`config.mk`:
```
export PLATFORM = sky130hd
export DESIGN_NAME = tgif_ram
export DESIGN_NICKNAME = d
export VERILOG_FILES = /design/src/rtl/tgif_ram.sv
export SDC_FILE = /design/constraint.sdc
export NUM_CORES = 1
export LEC_CHECK = 0
export BUFFER_PORTS_ARGS = -buffer_cell sky130_fd_sc_hd__buf_4
export CAP_MARGIN = 15
export CORE_MARGIN = 1.5
export CORE_UTILIZATION = 40
export DETAILED_ROUTE_END_ITERATION = 12
export GPL_ROUTABILITY_DRIVEN = 0
export GPL_TIMING_DRIVEN = 1
export PLACE_DENSITY_LB_ADDON = 0.25
export SLEW_MARGIN = 20
export SYNTH_ARGS = -nofsm -noshare
export SYNTH_HDL_FRONTEND = slang
export SYNTH_SLANG_ARGS = --single-unit
export TNS_END_PERCENT = 10
```
`constraint.sdc`:
```
create_clock -name clk -period 11.5 [get_ports clk]
set_input_delay 2.3 -clock clk [delete_from_list [all_inputs] [get_ports clk]]
set_output_delay 2.3 -clock clk [all_outputs]
set_load 0.01 [all_outputs]
```
`src/rtl/tgif_ram.sv`:
```
// ----------------------------------------------------------------------------
// tgif_ram: generic simple dual port ram with separate write and read addresses
// one write and one read per cycle, read data registered
// ----------------------------------------------------------------------------
module tgif_ram #(
	parameter int WIDTH = 32,
	parameter int DEPTH = 16
) (
	input  logic                     clk,
	input  logic                     we,
	input  logic [$clog2(DEPTH)-1:0] waddr,
	input  logic [WIDTH-1:0]         wdata,
	input  logic [$clog2(DEPTH)-1:0] raddr,
	output logic [WIDTH-1:0]         rdata
);

	logic [WIDTH-1:0] mem_q [DEPTH];

	always_ff @(posedge clk) begin
		if (we) begin
			mem_q[waddr] <= wdata;
		end
		rdata <= mem_q[raddr];
	end

endmodule

```
Word-level counts from Yosys, hierarchy flattened
Memory sizes are Yosys's and may differ from the RTL's. A register that Yosys moved wholly into a read port is not among the register bits.
Index checks and enable logic that the tools add are counted.
- bits in registers: 0
- memory bits (writable): 512
- bits in latches: 0
- bits of input ports: 42
- ROM bits: 0
- logic and storage cells: 3
- memories kept: 1
- output and inout port bits: 32
- memories (memory ; depth ; bits a word ; read ports ; clocked after Yosys merged registers in ; wr ports ; RTL line ; source):
    mem_q ; 16 ; 32 ; 1 ; 1 ; 1 ; 17 ; logic [WIDTH-1:0] mem_q [DEPTH];
- shifts and indexed selects: 0
- $mul: 0
- add/subtract/negate cells: 0
- bitwise logic cells: 0
- divide/modulo/power cells: 0
- eq/ne operators: 0
- muxes and demuxes: 2
- order comparisons: 0
- reductions and logical operators: 0
- operators by type and width (operator ; count):
    1-bit two-way mux ; 2

Logic depth before layout (Yosys ltp)
- depth in word-level cells: 2
- gate-level depth with buffers: 5
- depth with buffers taken out: 3

Least setup slack after synthesis
Ideal clock, no wire load.
- path kind: in2reg
- start point: input waddr[2]
- end point: memory mem_q[0][0] (enable)
- setup time: 461 ps
- data required time: 11039 ps
- cell stages on the path: 2
- setup slack: 6020 ps
- buffers on the path: 0
- arrival: 5018 ps
- cell sequence: or3b_2 nor3_1
- RTL lines (item ; RTL line ; source):
    from (decl) ; 11 ; input logic [$clog2(DEPTH)-1:0] waddr,
    to (decl) ; 17 ;
No word-level cell before the write port.

==> results.py <==
metrics = {
    "clocking": {
        "cts_tree": "done",
        "num_clock_sinks": 544,
        "postCtsSetupBuffers": 0,
        "cts_repair_resize_count": 0,
        "clk_pin_slew_ns": 0.06,
        "cts_buffers": 53,
        "postCtsHoldBufs": 0,
        "clock_insertion_delay_at_the_later_pin_of_the_skew_report_ns": 0.59,
        "htreeDepth": 2,
        "cts.root.buffer_cell": "sky130_fd_sc_hd__clkbuf_16",
        "clock_tree.buffer_depth": 3,
    },
    "power": {
        "p_per_area_mw_per_mm2": 178,
        "vdd_drop_max_mv": 0.108,
        "power_leakage_nw": 7.34,
        "clockPowerShare_pct": 40.7,
        "power.combinational.fraction_pct": 4.9,
        "p_sw_mw": 0.832,
        "share_seq_of_total_power_pct": 54.4,
        "power_report.internal_total_mw": 3.27,
        "totalPowerFinal_mw": 4.10,
        "power_switching_share_pct": 20.3,
    },
    "timing": {
        "rsz_0062_raised_after_global_routing": "false",
        "totalNegativeSetupSlack_ns": 0,
        "tightest_slew_ns": 0.957,
        "finalClockSkew_ns": 0.00902,
        "worst_slew_margin_rel_pct": 36.2,
        "maxSlewViolCount": 0,
        "setup_viol": 0,
        "finalHoldViolCount": 0,
        "max_freq_ghz": 0.208,
        "period_share_pct": 41.8,
        "post-route-min-period_ns": 4.80,
    },
    "global_route": {
        "vias_in_the_first_global_route": 9259,
        "grt_start_max_net_pins": 65,
        "grt_util_met2_pct": 26.9,
        "grt_util_met1_pct": 24.8,
        "global_route.usage.met3_pct": 2.97,
        "grt_antenna_before_repair": 2,
        "grt_pass1_wl_um": 62100,
        "top_usage_layer": "met2",
        "grt.overflow.total": 0,
        "grtUsageTotal_pct": 17.1,
    },
    "yosys": {
        "post_synth.cell_area_avg_um2": 23.7,
        "ys_types": 18,
        "yosysWarnings": 0,
        "ys_seq_elements": 544,
        "syn_nets": 880,
        "synthesis.instances": 838,
        "syn-cell-area_mm2": 0.0199,
        "share_of_synthesized_area_occupied_by_flip_flops_and_latches_pct": 80.7,
    },
    "route": {
        "route.detailed.drc": 0,
        "drt-vias-per-instance": 5.35,
        "detail_route.iter0.violations": 872,
        "final_antenna_net_count": 0,
        "dr_total_vias": 8846,
        "finalWirelength_um": 42400,
        "routedWlPerCell_um": 25.6,
        "dr.pass1.iters": 4,
    },
    "floorplan": {
        "fp-row-count": 81,
        "dieArea_mm2": 0.0510,
        "initial_core_util_pct": 40.6,
        "fp.coreArea_mm2": 0.0490,
        "top_level_ports": 74,
        "die_w_um": 226,
        "floorplan.die.height_um": 226,
    },
    "worst_setup_path": {
        "r2r_slack_ns": 10.19,
        "path_class": "in -> reg",
        "worst_path_arrival_ns": 5.27,
        "critical_path.startpoint_type": "input port",
        "timing.critical_path.required_ns": 11.97,
        "crit_path_max_fo": 53,
        "setup.worst_path.end_class": "flip-flop",
    },
    "layout": {
        "ff_latch_area_mm2": 0.0160,
        "n_antenna_cell": 0,
        "layout-drive-gt1-share_pct": 32.4,
        "multi_input_comb_area_mm2": 0.00375,
        "layout-area-overhead-vs-synth_pct": 15.9,
        "filler_cell_count": 3972,
        "layout.nets": 989,
    },
    "placed_design": {
        "detailedPlacementHpwl_um": 19400,
        "port_buffers": 73,
    },
    "outcome": {
        "run_status": "completed",
    },
    "run": {
        "cap_violations": 0,
    },
    "hold_path": {
        "worstHoldPathType": "reg -> reg",
    },
}
-- metal layers --
layer / part of all wire (%) / up-vias / wire (µm)
li1: - / 3783 / -
met2: 48 / 204 / 20500
met5: 0.064 / - / 27
met1: 45 / 4802 / 19200
met4: 1.5 / 4 / 639
met3: 4.8 / 53 / 2040
-- path summary, 6_finish.rpt --
check	startpoint	to	cells after the start
hold / removal	mem_q[15][2]	rdata[2]	3
hold reg to reg	mem_q[15][2]	rdata[2]	3
setup reg to reg	mem_q[3][0]	rdata[0]	3
setup / recovery	raddr[0]	rdata[19]	6
-- state kept, by name, summed over array words and instances (netlist names) --
register	cells
mem_q	512
rdata	32
-- cells by family (layout without fill, tap and decap cells) --
logic type             after synthesis  after routing  share of synthesized area [%]
AOI/OAI and AO/OA                   64             64                           2.42
buffers and inverters               43            196                           1.12
DFF                                544            544                           80.7
muxes                              128            128                           14.5
and+or+nand+nor                     59             59                           1.27
-- cells in the final DEF (no fill, tap or decap), types with 4 or more instances in the layout --
| cell | Yosys | routed |
|---|---|---|
| sky130_fd_sc_hd__clkbuf_16 | 0 | 55 |
| sky130_fd_sc_hd__clkbuf_8 | 0 | 11 |
| sky130_fd_sc_hd__clkbuf_1 | 17 | 18 |
| sky130_fd_sc_hd__mux4_2 | 128 | 128 |
| sky130_fd_sc_hd__clkinv_2 | 0 | 7 |
| sky130_fd_sc_hd__buf_4 | 11 | 96 |
| sky130_fd_sc_hd__nor2_4 | 0 | 13 |
| sky130_fd_sc_hd__clkinv_1 | 0 | 6 |
| sky130_fd_sc_hd__a22oi_1 | 64 | 64 |
| sky130_fd_sc_hd__edfxtp_1 | 512 | 512 |
| sky130_fd_sc_hd__nand2_1 | 33 | 33 |
| sky130_fd_sc_hd__dfxtp_1 | 32 | 32 |
| sky130_fd_sc_hd__nor3_2 | 0 | 4 |
-- area by class of cell --
type / instances / share of cell area, %
Sequential cell: 544 / 69.6
Clock buffer: 83 / 6.87
Clock inverter: 16 / 0.457
Tap cell: 664 / 3.61
Multi-Input combinational cell: 251 / 16.3
Timing Repair Buffer: 97 / 3.19
-- worst max-delay path, cell delays in order --
cell and delay, ns:
sky130_fd_sc_hd__clkbuf_8 0.54, sky130_fd_sc_hd__buf_4 0.69, sky130_fd_sc_hd__buf_4 0.79, sky130_fd_sc_hd__mux4_2 0.60, sky130_fd_sc_hd__a22oi_1 0.20, sky130_fd_sc_hd__nand2_1 0.09
-- power groups by stage --
stage	registers [mW]	logic [mW]	clock network [mW]
5_1_grt	2.23	0.220	1.78
4_1_cts	2.23	0.207	1.71
6_report	2.23	0.202	1.67
3_5_place_dp	2.27	0.207	0
3_3_place_gp	2.27	0.204	0
2_1_floorplan	2.28	0.106	0
-- cell usage after synthesis --
| library cell | number | area share, % |
|---|---|---|
| sky130_fd_sc_hd__a22oi_1 | 64 | 2.4 |
| sky130_fd_sc_hd__and2_1 | 1 | 0.032 |
| sky130_fd_sc_hd__buf_1 | 9 | 0.17 |
| sky130_fd_sc_hd__buf_2 | 4 | 0.10 |
| sky130_fd_sc_hd__buf_4 | 11 | 0.42 |
| sky130_fd_sc_hd__buf_6 | 2 | 0.11 |
| sky130_fd_sc_hd__clkbuf_1 | 17 | 0.32 |
| sky130_fd_sc_hd__dfxtp_1 | 32 | 3.2 |
| sky130_fd_sc_hd__edfxtp_1 | 512 | 77 |
| sky130_fd_sc_hd__mux4_2 | 128 | 15 |
| sky130_fd_sc_hd__nand2_1 | 33 | 0.62 |
| sky130_fd_sc_hd__nand2b_1 | 2 | 0.063 |
| sky130_fd_sc_hd__nand3_1 | 1 | 0.025 |
| sky130_fd_sc_hd__nand3b_1 | 2 | 0.076 |
| sky130_fd_sc_hd__nor2_1 | 13 | 0.25 |
| sky130_fd_sc_hd__nor2b_1 | 2 | 0.063 |
| sky130_fd_sc_hd__nor3_1 | 4 | 0.10 |
| sky130_fd_sc_hd__or3b_2 | 1 | 0.044 |
-- through the flow --
| step | std cells | worst slack, ns | hold slack, ns | instance area [µm²] | utilization [%] |
|---|---|---|---|---|---|
| final | 1655 | 6.70 | 0.670 | 23000 | 47.0 |
| after global routing | 1655 | 6.35 | 0.688 | 23000 | 47.0 |
| after CTS | 1655 | 6.59 | 0.671 | 23000 | 47.0 |
| after detailed placement | 1556 | 5.96 | 0.655 | 21300 | 43.6 |
| after global placement | 1556 | 6.01 | 0.653 | 21300 | 43.6 |
| after floorplan | 838 | 6.02 | 0.635 | 19900 | - |
Note: power is estimated with default switching activity, not from simulation.
