$ cat src/rtl/tgif_pkg.sv
// ----------------------------------------------------------------------------
// tgif_pkg: shared types for the gap filling row filter
// holds the payload structs, the sequencer states and the divider command
// ----------------------------------------------------------------------------
package tgif_pkg;

	typedef struct packed {
		logic               mode;
		logic        [31:0] time_stamp;
		logic signed [23:0] sample_a;
		logic signed [23:0] sample_b;
	} in_item_t;

	typedef struct packed {
		logic        [31:0] time_out;
		logic signed [23:0] value_a;
		logic signed [23:0] value_b;
		logic               is_synthetic;
		logic               gap_truncated;
		logic               last_of_run;
	} out_item_t;

	localparam logic MODE_SAMPLE = 1'b0;
	localparam logic MODE_FLUSH  = 1'b1;

	typedef enum logic [4:0] {
		ST_IDLE,
		ST_WRITE,
		ST_CHECK,
		ST_RD_PREV,
		ST_RD_CUR,
		ST_GAP,
		ST_CNT_DIV,
		ST_CNT_WAIT,
		ST_LSUM,
		ST_RSUM,
		ST_MEAN_LA,
		ST_MEAN_LB,
		ST_MEAN_RA,
		ST_MEAN_RB,
		ST_MEAN_WAIT,
		ST_FILL_MUL,
		ST_FILL_DIVA,
		ST_FILL_WAITA,
		ST_FILL_DIVB,
		ST_FILL_WAITB,
		ST_FILL_OUT,
		ST_ORIG_OUT,
		ST_DONE
	} state_t;

	// divider request: unsigned magnitude over unsigned divisor, rounded half up
	typedef struct packed {
		logic        start;
		logic        neg;
		logic [63:0] num;
		logic [32:0] den;
	} div_req_t;

	typedef struct packed {
		logic               busy;
		logic signed [64:0] quo;
	} div_rsp_t;

endpackage

$ cat src/rtl/tgif_div.sv
// ----------------------------------------------------------------------------
// tgif_div: shared restoring divider
// one quotient bit per cycle, rounds the magnitude half up, applies the sign
// ----------------------------------------------------------------------------
module tgif_div
	import tgif_pkg::*;
(
	input  logic     clk,
	input  logic     arst_n,
	input  div_req_t req,
	output div_rsp_t rsp
);

	logic [63:0] quo_q;
	logic [33:0] rem_q;
	logic [32:0] den_q;
	logic        neg_q;
	logic [6:0]  cnt_q;
	logic [33:0] trial;
	logic [64:0] num_r;

	// numerator with half the divisor added for round to nearest
	assign num_r = {1'b0, req.num} + {33'd0, req.den[32:1]};
	assign trial = {rem_q[32:0], quo_q[63]} - {1'b0, den_q};

	always_ff @(posedge clk or negedge arst_n) begin
		if (!arst_n) begin
			cnt_q <= '0;
		end else if (req.start) begin
			cnt_q <= 7'd64;
		end else if (cnt_q != '0) begin
			cnt_q <= cnt_q - 7'd1;
		end
	end

	always_ff @(posedge clk) begin
		if (req.start) begin
			quo_q <= num_r[63:0];
			rem_q <= {33'd0, num_r[64]};
			den_q <= req.den;
			neg_q <= req.neg;
		end else if (cnt_q != '0) begin
			if (!trial[33]) begin
				rem_q <= trial;
				quo_q <= {quo_q[62:0], 1'b1};
			end else begin
				rem_q <= {rem_q[32:0], quo_q[63]};
				quo_q <= {quo_q[62:0], 1'b0};
			end
		end
	end

	// the carry bit seeds the remainder, so it joins the first trial
	always_comb begin
		rsp.busy = (cnt_q != '0);
		rsp.quo  = neg_q ? -$signed({1'b0, quo_q}) : $signed({1'b0, quo_q});
	end

endmodule

$ cat config.mk
export PLATFORM = sky130hd
export DESIGN_NAME = tgif_div
export DESIGN_NICKNAME = d
export VERILOG_FILES = /design/src/rtl/tgif_pkg.sv /design/src/rtl/tgif_div.sv
export SDC_FILE = /design/constraint.sdc
export NUM_CORES = 1
export LEC_CHECK = 0
export ABC_AREA = 1
export BUFFER_PORTS_ARGS = -buffer_cell sky130_fd_sc_hd__buf_4
export CORE_MARGIN = 2
export CORE_UTILIZATION = 30
export CTS_BUF_LIST = sky130_fd_sc_hd__clkbuf_16
export DETAILED_ROUTE_END_ITERATION = 7
export HOLD_SLACK_MARGIN = 0.1
export PLACE_DENSITY_LB_ADDON = 0.08
export SYNTH_ARGS = -nofsm -noshare
export SYNTH_HDL_FRONTEND = slang
export SYNTH_SLANG_ARGS = --single-unit
$ cat constraint.sdc
create_clock -name clk -period 3.8 [get_ports clk]
set_clock_uncertainty 0.15 [all_clocks]
set_input_delay 0.38 -clock clk [delete_from_list [all_inputs] [get_ports clk]]
set_output_delay 0.38 -clock clk [all_outputs]
set_load 0.03 [all_outputs]
Word-level counts from Yosys, hierarchy flattened
Index checks and enable logic that the tools add are counted.

Flip-flop bits (word level): 138. Bits of input ports: 101. Output and inout port bits: 66. Word-level logic and storage cells: 21.

Add/sub/neg operators: 4. Multiplexer cells: 9. Reductions and logical operators: 2.

Operators with widths (number): 64-bit 2-to-1 mux (2); 64-bit by 32-bit adder with 65-bit output (1); 65-bit 2-to-1 mux (1); 64-bit negation with 65-bit output (1); 34-bit by 33-bit subtractor with 34-bit output (1); 33-bit 2-to-1 mux (1); 7-bit 2-to-1 mux (2); 7-bit nonzero test (1); 7-bit by 1-bit subtractor with 7-bit output (second input constant) (1); 1-bit 2-to-1 mux (3); 2-bit nonzero test (1).

Longest topological paths before layout
Gate-level depths: netlist of run 1.

Depth after elaboration: 4. Gate-level depth with buffers: 18.

Worst setup path before layout of run 1
No wires, ideal clock.

Kind: reg2reg. Start point: reg cnt_q[0]. End point: reg quo_q[0] (enable). Setup time: 0.702 ns. Arrival time: 2.033 ns. Data required time: 2.948 ns. Slack: 0.915 ns. Stages on the path, launching flop included: 6. Buffers on the path: 0. Path through: dfrtp_1 -> inv_1 -> ha_1 -> nand4_1 -> nor2_1 -> nand2_1.

Longest elaborated chain between the ends: 2.

Ends and longest elaborated chain: start, declared (line tgif_div.sv:18) `logic [6:0] cnt_q;`; start signal, assigned (line tgif_div.sv:32) `cnt_q <= cnt_q - 7'd1;`; 7-bit nonzero test (line tgif_div.sv:42) `end else if (cnt_q != '0) begin`; 2-bit nonzero test (no source line); end signal, assigned (line tgif_div.sv:38) `quo_q <= num_r[63:0];`; end signal, assigned (line tgif_div.sv:45) `quo_q <= {quo_q[62:0], 1'b1};`; end signal, assigned (line tgif_div.sv:48) `quo_q <= {quo_q[62:0], 1'b0};`; end, declared (line tgif_div.sv:14) `logic [63:0] quo_q;`.

Every way passes these cells. A chain may end at the register's enable or synchronous reset.

==> metrics.md, run 1 <==
| Metric | Value |
|---|---|
| Syn Area/Cell | `6.19 um^2` |
| Post-synthesis net count | `2,461` |
| Core Box Area | `46,600 um^2` |
| Drt total wl | `57.5 mm` |
| CTS buffer count | `17` |
| CTS HTree Levels | `4` |
| Synthesis Warnings | `0` |
| Max_cap viols | `0` |
| First-pass GRT wire length | `88.1 mm` |
| Register area share after synthesis | `26.7%` |
| WL/cell | `18.6 um` |
| Critical path class | `register to output pin` |
| Largest area contributor in the netlist | `edfxtp_1` |
| Synth async-reset ratio | `5.07%` |
| Layout area overhead | `19.6%` |
| Pwr per Cell Area | `525 nW/um^2` |
| Headroom to the max-slew limit | `39.2%` |
| N_diodes | `0` |
| Met2 Wirelength | `27.1 mm` |
| Fmax | `283 MHz` |
| Setup violations, final | `0` |
| WP data arrival | `3.00 ns` |
| Setup TNS | `0 ns` |
| Synth top area share | `21.0%` |
| IO buf count | `166` |
| CP max stage cell | `edfxtp_1` |
| Critical Path RT | `3.27 ns` |
| Clock Path Buffers | `2` |
| # clock sinks | `138` |
| CTS tree | `built` |
| Top sig layer | `met4` |
| Pin count of the biggest net entering global routing | `78` |
| Initial antenna violation count | `2` |
| CP bufs+invs | `2` |
| Total GRT Usage | `23.5%` |
| Critical path launch point type | `register` |
| Routed met1 length | `27.0 mm` |
| Final Hold Fails | `0` |
| # DRC | `0` |
| # IOs | `167` |
| Post-synthesis cell count | `2,291` |
| Final Max Tran Viols | `0` |
| CP max FO | `5` |
| Layout cells sized above 1 | `10.7%` |
| Starting density of the core | `30.4%` |
| Grt ovf | `0` |
| Synth unique cells | `49` |
| Vias in the first global route | `14,900` |
| Cell mode on critical path | `nand2_1` |
| Vias per cell | `4.86` |
| Tcrit/Tclk final | `93.0%` |
| Hpwl dp | `48.1 mm` |
| Outcome | `completed` |
| Routed wl met3 | `1.79 mm` |
| Yosys reg bits | `138` |
| Root Driver | `clkbuf_16` |
| Row count | `79` |
| Crit-path cells | `inv_1, ha_1, nand2_2, nor2_4, nand4_1, nor2_1, nand3b_1, nor2_2, nand2_1, o21ai_0, nand2_1, nand2_1, buf_4` |
| CTS clk-pin slew, worst paths | `0.06 ns` |
| Die Wd | `221 um` |
| Max IR drop VDD | `0.376 mV` |
| Ys flop type | `edfxtp_1` |
| Clock latency at the later pin of the worst-skew pair | `0.46 ns` |
| Placer congestion estimate | `0.899` |
| Slew at the pin closest to its max-slew limit | `0.912 ns` |
| Vias | `15,000` |
| Die Ht | `221 um` |
| Minimum clock period | `3.53 ns` |
| Most frequent cells in the layout | `nand2_1 (720), inv_1 (386), nor2_1 (269)` |
| RSZ-0062 raised after global routing | `no` |
| Hold slack | `0.143 ns` |
| Hold Path Class | `input pin to async pin` |
| CP max stage delay | `0.51 ns` |
| Top Family by Delay on Critical Path | `simple AND/OR/NAND/NOR gates` |
| Fin nets | `2,647` |
| Antenna Nets Post-Route | `0` |
| Detailed Route Iter0 Violations | `1,079` |
| LEAKAGE | `8.78 nW` |
| Synthesized area | `14,200 um^2` |
| Number of flops mapped to enable cells by yosys | `99` |
| Setup repair bufs after CTS | `0` |
| Crit. End Element | `output pin` |
| Die area | `49,000 um^2` |
| Most common cell after layout, fill and taps aside | `nand2_1` |
| Synth area leaders | `edfxtp_1 (21%), nand2_1 (19%), inv_1 (10%), nand3_1 (7.6%), nor2_1 (7.1%)` |
| DRT Pass-1 Iters | `6` |
==> final timing paths <==
| check | slack [ns] | from | endpoint | depth (start not counted) |
|---|---|---|---|---|
| setup / recovery | 0.27 | quo_q[0] | rsp[56] | 13 |
| hold / removal | 0.14 | arst_n | cnt_q[5] | 2 |
| setup reg to reg | 1.04 | den_q[28] | rem_q[9] | 12 |
| hold reg to reg | 0.33 | cnt_q[6] | cnt_q[6] | 2 |
| max in group asynchronous | 3.23 | arst_n | cnt_q[1] | 2 |
| min in group clk | 0.18 | req[95] | quo_q[62] | 5 |
==> through the flow <==
step / total power, mW / util [%] / instance area (um^2) / setup slack, ns / instances
4_1_cts: 8.96 / 36.4 / 17000 / 0.157 / 3097
5_1_grt: 9.57 / 36.4 / 17000 / 0.000129 / 3097
6_report: 8.90 / 36.4 / 17000 / 0.266 / 3097
2_1_floorplan: 5.54 / - / 14200 / 0.915 / 2291
3_5_place_dp: 7.05 / 34.3 / 16000 / 0.678 / 3030
3_3_place_gp: 7.06 / 34.3 / 16000 / 0.661 / 3030
==> sequential cells by signal, summed over array words and instances (netlist names) <==
name and count:
den_q 33, rem_q 33, quo_q 64, cnt_q 7, neg_q 1
==> what timing repair did <==
item,in CTS,in global routing
hold endpoints to repair,41,0
setup endpoints to repair,0,1
hold buffers,35,0
gates resized for setup,0,1
==> synth_stat cells, types with 13 or more instances <==
master / instances
a21oi_1: 80
xor2_1: 66
clkbuf_1: 18
nor2_1: 270
inv_1: 386
nand2_1: 721
o21ai_0: 87
edfxtp_1: 99
ha_1: 67
nor3_1: 31
nand3_1: 214
dfxtp_1: 32
nand3_2: 13
nand4_1: 33
xnor2_1: 28
==> power by group <==
part,total [mW],internal [mW],switching [mW]
combinational,4.68,1.54,3.14
clock,1.85,1.15,0.698
sequential,2.37,2.01,0.358
==> area by class of cell <==
type	count	area, um^2
clock inverter	15	206
multi-input combinational	1720	8640
clock buffer	17	425
timing repair buffer	213	1690
fill	5170	29600
tap	607	759
sequential	138	3790
inverter	387	1450
==> logic make-up (layout without fill, tap and decap cells) <==
family | count (synthesis) | count (layout) | share of synthesized area [%]
AND/OR/NAND/NOR | 1358 | 1358 | 41.4
buffers and inverters | 433 | 632 | 12.4
AO/OA/AOI/OAI | 199 | 199 | 7.48
flip-flops | 138 | 138 | 26.7
XOR/XNOR | 94 | 94 | 5.81
adder cells (fa/ha/maj) | 69 | 69 | 6.20
==> layer usage <==
layer	GRT usage, %	up-vias
met5	0	-
met4	8.23	0
met3	1.93	73
met2	39.7	334
met1	31.4	7008
li1	-	7631
Note: power is estimated with default switching activity, not from simulation.
==> run 2: changes to the inputs <==
Settings changed: CORE_MARGIN 2 to default, SETUP_SLACK_MARGIN from default to 0.5.
==> metrics.md, run 2 (synthesized netlist as in run 1, its figures left out) <==
| Metric | Value |
|---|---|
| Die Ht | `219 um` |
| Flop2flop setup slack | `0.95 ns` |
| Die Wd | `219 um` |
| IO buf count | `166` |
| Pre-CTS WS | `0.831 ns` |
| Tcrit/Tclk final | `85.6%` |
| Final setup margin | `0.546 ns` |
| Pwr Total | `8.76 mW` |
| Critical path class | `register to output pin` |
| Critical path launch point type | `register` |
| Vias per cell | `4.83` |
| Antenna Nets Post-Route | `0` |
| Cell area after placement | `16,000 um^2` |
| Drt total wl | `57.0 mm` |
| LEAKAGE | `8.90 nW` |
| Largest register FFs | `64` |
| Clock latency at the later pin of the worst-skew pair | `0.48 ns` |
| Grt ovf | `0` |
| Worst reg2reg path startpoint | `den_q[24]` |
| Design area | `17,200 um^2` |
| Final Max Tran Viols | `0` |
| Setup violations, final | `0` |
| Largest Register | `quo_q` |
| Root Driver | `clkbuf_16` |
| # IOs | `167` |
| Minimum clock period | `3.25 ns` |
| Layout area overhead | `21.3%` |
| Starting density of the core | `30.4%` |
| Max IR drop VDD | `0.397 mV` |
| Most common cell after layout, fill and taps aside | `nand2_1` |
| CP max stage cell | `edfxtp_1` |
| CP max stage delay | `0.47 ns` |
| Final Hold Fails | `0` |
| CP max FO | `6` |
| Headroom to the max-slew limit | `37.2%` |
| CTS clk-pin slew, worst paths | `0.06 ns` |
| CTS HTree Levels | `4` |
| Cell mode on critical path | `nand2_1` |
| Largest registers | `quo_q x64, den_q x33, rem_q x33` |
| Vias | `15,100` |
| Slew at the pin closest to its max-slew limit | `0.941 ns` |
| Detailed Route Iter0 Violations | `960` |
| DRT Pass-1 Iters | `5` |
| Initial antenna violation count | `1` |
| Row count | `79` |
| Most frequent cells in the layout | `nand2_1 (717), inv_1 (382), nor2_1 (257)` |
| Die area | `48,100 um^2` |
| CTS buffer count | `17` |
| WL/cell | `18.3 um` |
| # DRC | `0` |
| Fin nets | `2,673` |
| Hold Path Class | `input pin to async pin` |
| Pin count of the biggest net entering global routing | `99` |
| Total GRT Usage | `24.0%` |
| Pwr per Cell Area | `509 nW/um^2` |
| Max_cap viols | `0` |
| Crit. End Element | `output pin` |
| Vias in the first global route | `14,600` |
| First-pass GRT wire length | `85.6 mm` |
| Fmax | `307 MHz` |
| Critical Path RT | `3.27 ns` |
| Setup TNS | `0 ns` |
| # clock sinks | `138` |
| RSZ-0062 raised after global routing | `yes` |
| Hold slack | `0.121 ns` |
| Layout cells sized above 1 | `12.6%` |
| Clock Path Buffers | `2` |
| Crit-path cells | `nor2_1, nand2_1, nor2_2, nand2_1, nor2_2, nand2_4, nor2_4, nand2_2, nor2_4, nand4_1, nand2_1, nand2_1, nand2_2, buf_6` |
| WP data arrival | `2.72 ns` |
| Hpwl dp | `47.0 mm` |
| CTS tree | `built` |
| Outcome | `completed` |
| Core Box Area | `46,600 um^2` |
| RR Endpoint | `rem_q[17]` |
| R2R cell count | `16` |
| Placer congestion estimate | `0.975` |
-- run 2: cell types whose count changed in the layout (fill, tap and decap cells not counted), sizes merged --
cell | previous run | this run
inv | 388 | 391
clkinvlp | 1 | 3
bufinv | 5 | 1
clkinv | 8 | 7
diode | 0 | 1
buf | 178 | 204
-- run 2: per-layer routing --
metal	up-vias	GRT usage, %	wire length (um)
li1	7689	-	-
met1	7005	31.9	26700
met2	332	40.0	26800
met3	68	2.74	1960
met4	0	8.56	1580
met5	-	0	0
-- run 2: layout make-up --
| type | count | area [um^2] |
|---|---|---|
| Antenna cell | 1 | 2.50 |
| Clock buffer | 17 | 425 |
| Clock inverter | 15 | 125 |
| Fill cell | 5111 | 29400 |
| Inverter | 387 | 1450 |
| Multi-Input combinational cell | 1720 | 8750 |
| Sequential cell | 138 | 3790 |
| Tap cell | 607 | 759 |
| Timing Repair Buffer | 239 | 1900 |
-- run 2: repair_timing --
action                                  in CTS  in global routing
hold buffers                                35                  0
setup buffers                                7                 20
pin swaps                                    2                 19
endpoints found under the hold margin       41                  0
endpoints found under the setup margin      14                 24
resized for setup                            4                 30
gates cloned                                 0                  0
-- run 2: power breakdown --
group / internal, mW / switching [mW] / leakage [nW] / total [mW]
Combinational: 1.62 / 3.16 / 7.23 / 4.78
Clock: 0.894 / 0.727 / 0.271 / 1.62
Sequential: 2.01 / 0.353 / 1.39 / 2.36
-- run 2: worst max-delay path: cells and delay by family (launching register included) --
kind / cells / cell delay [ns]
flip-flops: 1 / 0.47
buffers and inverters: 1 / 0.13
AND/OR/NAND/NOR: 13 / 1.63
-- run 2: worst max-delay path by stage --
stage,startpoint,to,slack (ns),cells after the start
2_1_floorplan,cnt_q[0],quo_q[0],0.92,5
6_report,quo_q[9],rsp[63],0.55,14
3_3_place_gp,req[21],quo_q[25],0.80,11
4_1_cts,quo_q[8],rsp[53],0.49,14
5_1_grt,quo_q[9],rsp[63],0.41,14
3_5_place_dp,quo_q[0],rsp[48],0.83,12
-- run 2: per-stage QoR --
step / utilization, % / cells
6_report: 36.9 / 3124
5_1_grt: 36.9 / 3123
4_1_cts: 36.4 / 3103
3_5_place_dp: 34.3 / 3029
3_3_place_gp: 34.3 / 3029
2_1_floorplan: - / 2291
